$ cat config.mk
export PLATFORM = sky130hd
export DESIGN_NAME = plti_divider
export DESIGN_NICKNAME = d
export VERILOG_FILES = /design/src/rtl/plti_pkg.sv /design/src/rtl/plti_divider.sv
export SDC_FILE = /design/constraint.sdc
export NUM_CORES = 1
export LEC_CHECK = 0
export BUFFER_PORTS_ARGS = -buffer_cell sky130_fd_sc_hd__buf_4
export CORE_ASPECT_RATIO = 1.75
export CORE_MARGIN = 5
export CORE_UTILIZATION = 40
export DETAILED_ROUTE_END_ITERATION = 8
export PLACE_DENSITY = 0.6
export SYNTH_ARGS = -nofsm -noshare
export SYNTH_HDL_FRONTEND = slang
export SYNTH_SLANG_ARGS = --single-unit
$ cat constraint.sdc
create_clock -name clk -period 6.9 [get_ports clk]
set_clock_uncertainty 0.2 [all_clocks]
set_input_delay 0 -clock clk [delete_from_list [all_inputs] [get_ports clk]]
set_output_delay 0 -clock clk [all_outputs]
set_load 0.05 [all_outputs]
$ cat src/rtl/plti_pkg.sv
`timescale 1ns / 1ps

package plti_pkg;

  localparam int DEPTH     = 256;
  localparam int ADDR_W    = $clog2(DEPTH);
  localparam int CNT_W     = $clog2(DEPTH + 1);
  localparam int KEY_W     = 32;
  localparam int VAL_W     = 32;
  localparam int DIV_W     = 32;
  localparam int DIV_CNT_W = $clog2(DIV_W + 1);
  localparam int CFG_IDX_W = 2;
  localparam int CFG_W     = 32;

  localparam logic [CFG_IDX_W-1:0] CFG_FLOOR = 2'd0;
  localparam logic [CFG_IDX_W-1:0] CFG_BELOW = 2'd1;
  localparam logic [CFG_IDX_W-1:0] CFG_ABOVE = 2'd2;

  typedef enum logic [1:0] {
    REQ_CLEAR  = 2'd0,
    REQ_APPEND = 2'd1,
    REQ_QUERY  = 2'd2,
    REQ_UNUSED = 2'd3
  } req_t;

  typedef enum logic [2:0] {
    ST_OK          = 3'd0,
    ST_NOT_POS     = 3'd1,
    ST_NOT_INCR    = 3'd2,
    ST_FULL        = 3'd3,
    ST_TOO_SMALL   = 3'd4
  } status_t;

  typedef enum logic [1:0] {
    RGN_INTERIOR = 2'd0,
    RGN_BELOW    = 2'd1,
    RGN_ABOVE    = 2'd2
  } region_t;

  typedef struct packed {
    req_t                    req_type;
    logic signed [KEY_W-1:0] point_key;
    logic signed [VAL_W-1:0] point_value;
  } in_word_t;

  typedef struct packed {
    status_t                 status;
    logic signed [VAL_W-1:0] rate_value;
    region_t                 region;
  } out_word_t;

endpackage

$ cat src/rtl/plti_divider.sv
`timescale 1ns / 1ps

module plti_divider import plti_pkg::*; (
  input  logic                 clk,
  input  logic                 rst_n,
  input  logic                 div_start,
  input  logic [2*DIV_W-1:0]   dividend,
  input  logic [DIV_W-1:0]     divisor,
  output logic                 div_done,
  output logic [DIV_W-1:0]     quotient
);

  // The caller guarantees the quotient fits DIV_W bits, so the upper half of
  // the dividend is already below the divisor and only DIV_W steps remain.
  logic [DIV_CNT_W-1:0] cnt_r, cnt_nxt;
  logic                 run_r, run_nxt;
  logic                 done_r, done_nxt;
  logic [DIV_W-1:0]     rem_r, rem_nxt;
  logic [DIV_W-1:0]     quo_r, quo_nxt;
  logic [DIV_W+1:0]     trial;

  always_comb begin
    trial    = {1'b0, rem_r, quo_r[DIV_W-1]} - {2'b00, divisor};
    cnt_nxt  = cnt_r;
    run_nxt  = run_r;
    done_nxt = 1'b0;
    rem_nxt  = rem_r;
    quo_nxt  = quo_r;
    if (div_start) begin
      rem_nxt = dividend[2*DIV_W-1:DIV_W];
      quo_nxt = dividend[DIV_W-1:0];
      cnt_nxt = DIV_CNT_W'(DIV_W);
      run_nxt = 1'b1;
    end else if (run_r) begin
      if (!trial[DIV_W+1]) begin
        rem_nxt = trial[DIV_W-1:0];
        quo_nxt = {quo_r[DIV_W-2:0], 1'b1};
      end else begin
        rem_nxt = {rem_r[DIV_W-2:0], quo_r[DIV_W-1]};
        quo_nxt = {quo_r[DIV_W-2:0], 1'b0};
      end
      cnt_nxt = cnt_r - DIV_CNT_W'(1);
      if (cnt_r == DIV_CNT_W'(1)) begin
        run_nxt  = 1'b0;
        done_nxt = 1'b1;
      end
    end
  end

  always_ff @(posedge clk) begin
    if (!rst_n) begin
      run_r  <= 1'b0;
      done_r <= 1'b0;
      cnt_r  <= '0;
    end else begin
      run_r  <= run_nxt;
      done_r <= done_nxt;
      cnt_r  <= cnt_nxt;
    end
  end

  always_ff @(posedge clk) begin
    rem_r <= rem_nxt;
    quo_r <= quo_nxt;
  end

  assign div_done = done_r;
  assign quotient = quo_r;

endmodule
---- After elaboration in Yosys (flattened, before gate mapping) ----
Index checks and enable logic that the tools add are counted.
word-level totals
  word-level logic and storage cells ...... 26
  input port bits ......................... 99
  flip-flop bits (word level) ............. 72
  output and inout port bits .............. 33
operators by class
  reduce and logical (&&, ||, !) cells .... 3
  equality and inequality tests ........... 1
  muxes and demuxes ....................... 12
  add/subtract/negate cells ............... 2
  bitwise gates (word level) .............. 2
operators with widths
  operator                                          number
  2-to-1 mux 32 bit                                 5
  subtractor 33 x 32 -> 34 bit                      1
  2-to-1 mux 6 bit                                  2
  == test 6 x 1 -> 1 bit, second input constant     1
  subtractor 6 x 1 -> 6 bit, second input constant  1
  2-to-1 mux 1 bit                                  5
  OR reduction 3 bit                                1
  NOT 1 bit                                         2
  nonzero test 2 bit                                1
  OR reduction 2 bit                                1

---- Longest topological paths before layout ----
  depth in word-level cells ............... 4
  mapped depth ............................ 13

---- Worst setup path before layout ----
Ideal clock, no wire load.
  path kind ............................... reg-to-reg
  start point ............................. register quo_r[31] (netlist: quotient[31])
  end point ............................... register rem_r[28], data pin
  clock period less this slack ............ 3355 ps
  library setup time ...................... 261 ps
  required time ........................... 6439 ps
  data arrival time ....................... 2894 ps
  slack ................................... 3545 ps
  path buffers ............................ 0
  stages on the path, launching flop included .. 12
  cells stage by stage .................... edfxtp_1 inv_1 ha_1 fa_1 nor2b_1 o31ai_1 a21oi_1 o31ai_1 a311o_1 o31ai_1 xor2_1 a221o_1
on the way
  cells in the longest elaborated chain, start to end .. 4
RTL lines
  item                          line                RTL
  start: declaration            plti_divider.sv:19  logic [DIV_W-1:0] quo_r, quo_nxt;
  start signal: assignment      plti_divider.sv:64  quo_r <= quo_nxt;
  subtractor 33 x 32 -> 34 bit  plti_divider.sv:23  trial = {1'b0, rem_r, quo_r[DIV_W-1]} - {2'b00, divisor};
  2-to-1 mux 32 bit             plti_divider.sv:35  if (!trial[DIV_W+1]) begin
  2-to-1 mux 32 bit             plti_divider.sv:34  end else if (run_r) begin
  2-to-1 mux 32 bit             plti_divider.sv:29  if (div_start) begin
  via rem_nxt[28]               plti_divider.sv:18  logic [DIV_W-1:0] rem_r, rem_nxt;
  end signal: assignment        plti_divider.sv:63  rem_r <= rem_nxt;
  end: declaration              plti_divider.sv:18
The timed path passes the listed nets, and every way through them passes these cells. The select of a mux whose other input is x is not followed.
A chain may end at the register's enable or synchronous reset.

---- Worst setup path after layout ----
  start point ............................. register rem_r[17]
  end point ............................... register rem_r[11], data pin
on the way
  cells in the longest elaborated chain, start to end .. 4
RTL lines
  item                          line
  subtractor 33 x 32 -> 34 bit  plti_divider.sv:23
  2-to-1 mux 32 bit             plti_divider.sv:35
  2-to-1 mux 32 bit             plti_divider.sv:34
  2-to-1 mux 32 bit             plti_divider.sv:29
  via rem_nxt[11]               plti_divider.sv:18
The timed path passes the listed nets, and every way through them passes these cells. The select of a mux whose other input is x is not followed.

==> results.cfg <==
[run_status]
status = finished, final reports clean

[flow_run]
drv_cap = 0

[floorplanning]
dieArea_mm2 = 0.0155
coreArea_mm2 = 0.0129
pin_count = 132
start_util_pct = 40.4
fp.dieW_um = 96.2
fp.dieH_um = 161
rows = 55

[logic_synthesis]
seq_area_frac_synth_pct = 40.0
yosysWarnings = 0
synth-async-reset-ratio_pct = 0
synth_area_leaders = edfxtp_1 (37%), ha_1 (8.2%), mux2_2 (7.6%)
synth_common_cells = edfxtp_1 (64), inv_1 (44), nand2_1 (39)
synth_nets = 645
yosysTopAreaCellShare_pct = 37.0
syn_inst = 511
ys_ff_latch = 72
syn_area_per_cell_um2 = 10.2
synth_edf_count = 64
synth_area_mm2 = 0.00520
synth_cell_type_count = 61
synth_ff_type = edfxtp_1
yosysMostFrequentCell = edfxtp_1
synth_area_leader_cell = edfxtp_1

[worst_setup_path]
reg2reg_depth = 10
slowest_stage = a31oi_4
cp.arrival_ns = 4.13
path_cells = ha_1 > a21oi_1 > o21ai_0 > nor4_1 > or4b_4 > and2_4 > a31oi_4 > buf_4 > nor2_2 > a221o_1
path_max_fanout = 27
crit_path_end_kind = register
slowest_delay_ns = 0.61
worstSetupPathType = register to register
worstPathRequired_ns = 6.78
worst_setup_path_start_kind = register

[timing]
tns_ns = 0
hold_violations = 0
fmax_mhz = 235
slew_violations = 0
period_share_pct = 61.6
worstMarginPinSlew_ns = 0.801
final.min_clock_period_ns = 4.25
grt_setup_unrepaired = no
setup_viol = 0
hold_slack_ns = 0.0168
maxSlewHeadroom_pct = 46.6

[clocking]
htreeDepth = 3
cts_resized = 0
cts_buffer_depth = 2
cts_buffers = 9
root_buffer = clkbuf_16
path_clk_slew_ns = 0.06
cts_tree = done
cts.sinks = 72
insertion_delay_ns = 0.34

[grt]
globalRouteOverflowTotal = 0
grt_pass1_wl_um = 23400
grt_antenna_before_repair = 0
grt_use_total_pct = 19.3
grt_max_degree = 78
grt_pass1_vias = 5028

[finish]
fillerInstances = 1144
n_antenna_cell = 0
drive_gt1_share_pct = 27.7
nNetsFinal = 833
final_cells = 875
areaGrowthSynthToFinish_pct = 39.8
utilization_pct = 56.5

[routing]
drc = 0
post_drt_wl_per_cell_um = 16.8
ant_nets = 0
drtPass1Iterations = 4
drtIter0Drc = 242
wl_um = 14700
vias = 4610
via_per_inst = 5.27

[min_path]
hold_path_class = input pin to register
whs_path_depth = 4

[placed_design]
portBuffers = 131
dp.final_hpwl_um = 11000
dp.cells = 792
gp_congestion = 0.854

[power_and_ir_drop]
vdd_drop_max_uv = 198
power_density_mw_per_mm2 = 280
total_leakage_power_uw = 0.00313
[final cells by class]
type / instances / area, um^2 / share of cell area, %
tap: 171 / 214 / 2.94
clock buffer: 10 / 229 / 3.15
sequential: 72 / 2080 / 28.6
inverter: 44 / 165 / 2.27
multi-input combinational: 371 / 2840 / 39.0
timing repair buffer: 201 / 1680 / 23.1
clock inverter: 6 / 67.6 / 0.929
[metal layers]
metal | up-vias | GRT usage, % | wire [um]
li1 | 2294 | - | -
met5 | - | 0 | 0
met2 | 140 | 35.8 | 7990
met1 | 2153 | 20.1 | 5400
met4 | 0 | 7.45 | 425
met3 | 23 | 4.73 | 851
[worst paths after layout]
check / startpoint / to / slack, ns
min reg2reg: cnt_r[1] / cnt_r[1] / 0.32
min: divisor[0] / rem_r[0] / 0.02
max reg2reg: rem_r[17] / rem_r[11] / 2.65
max: rem_r[17] / rem_r[11] / 2.65
[metrics by stage]
stage | setup WS [ns] | area [um^2] | total power (uW)
after global routing | 2.38 | 7270 | 2170
after detailed placement | 2.65 | 6300 | 1540
final | 2.65 | 7270 | 2040
after CTS | 2.64 | 7270 | 2060
after global placement | 2.78 | 6300 | 1520
after floorplan | 3.55 | 5200 | 1310
[state kept, by name, indices dropped and copies added, names as in the netlist]
| register | flops |
|---|---|
| quotient | 32 |
| run_r | 1 |
| div_done | 1 |
| rem_r | 32 |
| cnt_r | 6 |
[worst max-delay path, delay by kind of cell, from the launching register on]
kind	cells	cell delay, ns
AOI/OAI and AO/OA	4	1.33
and+or+nand+nor	4	1.27
buffers and inverters	1	0.42
DFF	1	0.40
adders and majority gates	1	0.36
[cells by family after synthesis]
family | synth area share, %
and+or+nand+nor | 14.5
AOI/OAI and AO/OA | 17.7
DFF | 40.0
buffers and inverters | 5.39
muxes | 8.73
adders and majority gates | 8.57
xor gates and xnor gates | 5.05
[layout by cell type, fill, tap and decap left out, types with 4 or more instances in the layout]
cell type	count
buf_4	134
a221o_1	12
nor2_1	20
nand2_1	39
nand3b_1	11
nor2b_1	14
inv_1	44
xnor2_1	18
nand3_1	9
or2_2	4
a311o_1	4
and3b_1	8
o31ai_1	5
o21bai_1	5
o21ai_0	22
o311ai_0	11
ha_1	34
edfxtp_1	64
mux2_2	35
clkbuf_16	9
dfxtp_1	8
a21oi_1	28
nor4_1	4
nand2b_1	4
a21o_1	8
dlygate4sd3_1	67
mux2i_1	6
o21a_1	5
xor2_1	12
nor3_1	10
[power by group]
| group | total (uW) | internal, uW | switching [uW] |
|---|---|---|---|
| clock network | 476 | 282 | 194 |
| logic | 929 | 411 | 518 |
| registers | 631 | 582 | 48.6 |
| total | 2040 | 1270 | 761 |
[repair_timing]
action,in CTS,in global routing
buffers inserted,0,0
endpoints found under the hold margin,72,0
hold buffers,67,0
Power figures use the tool's default switching activity.
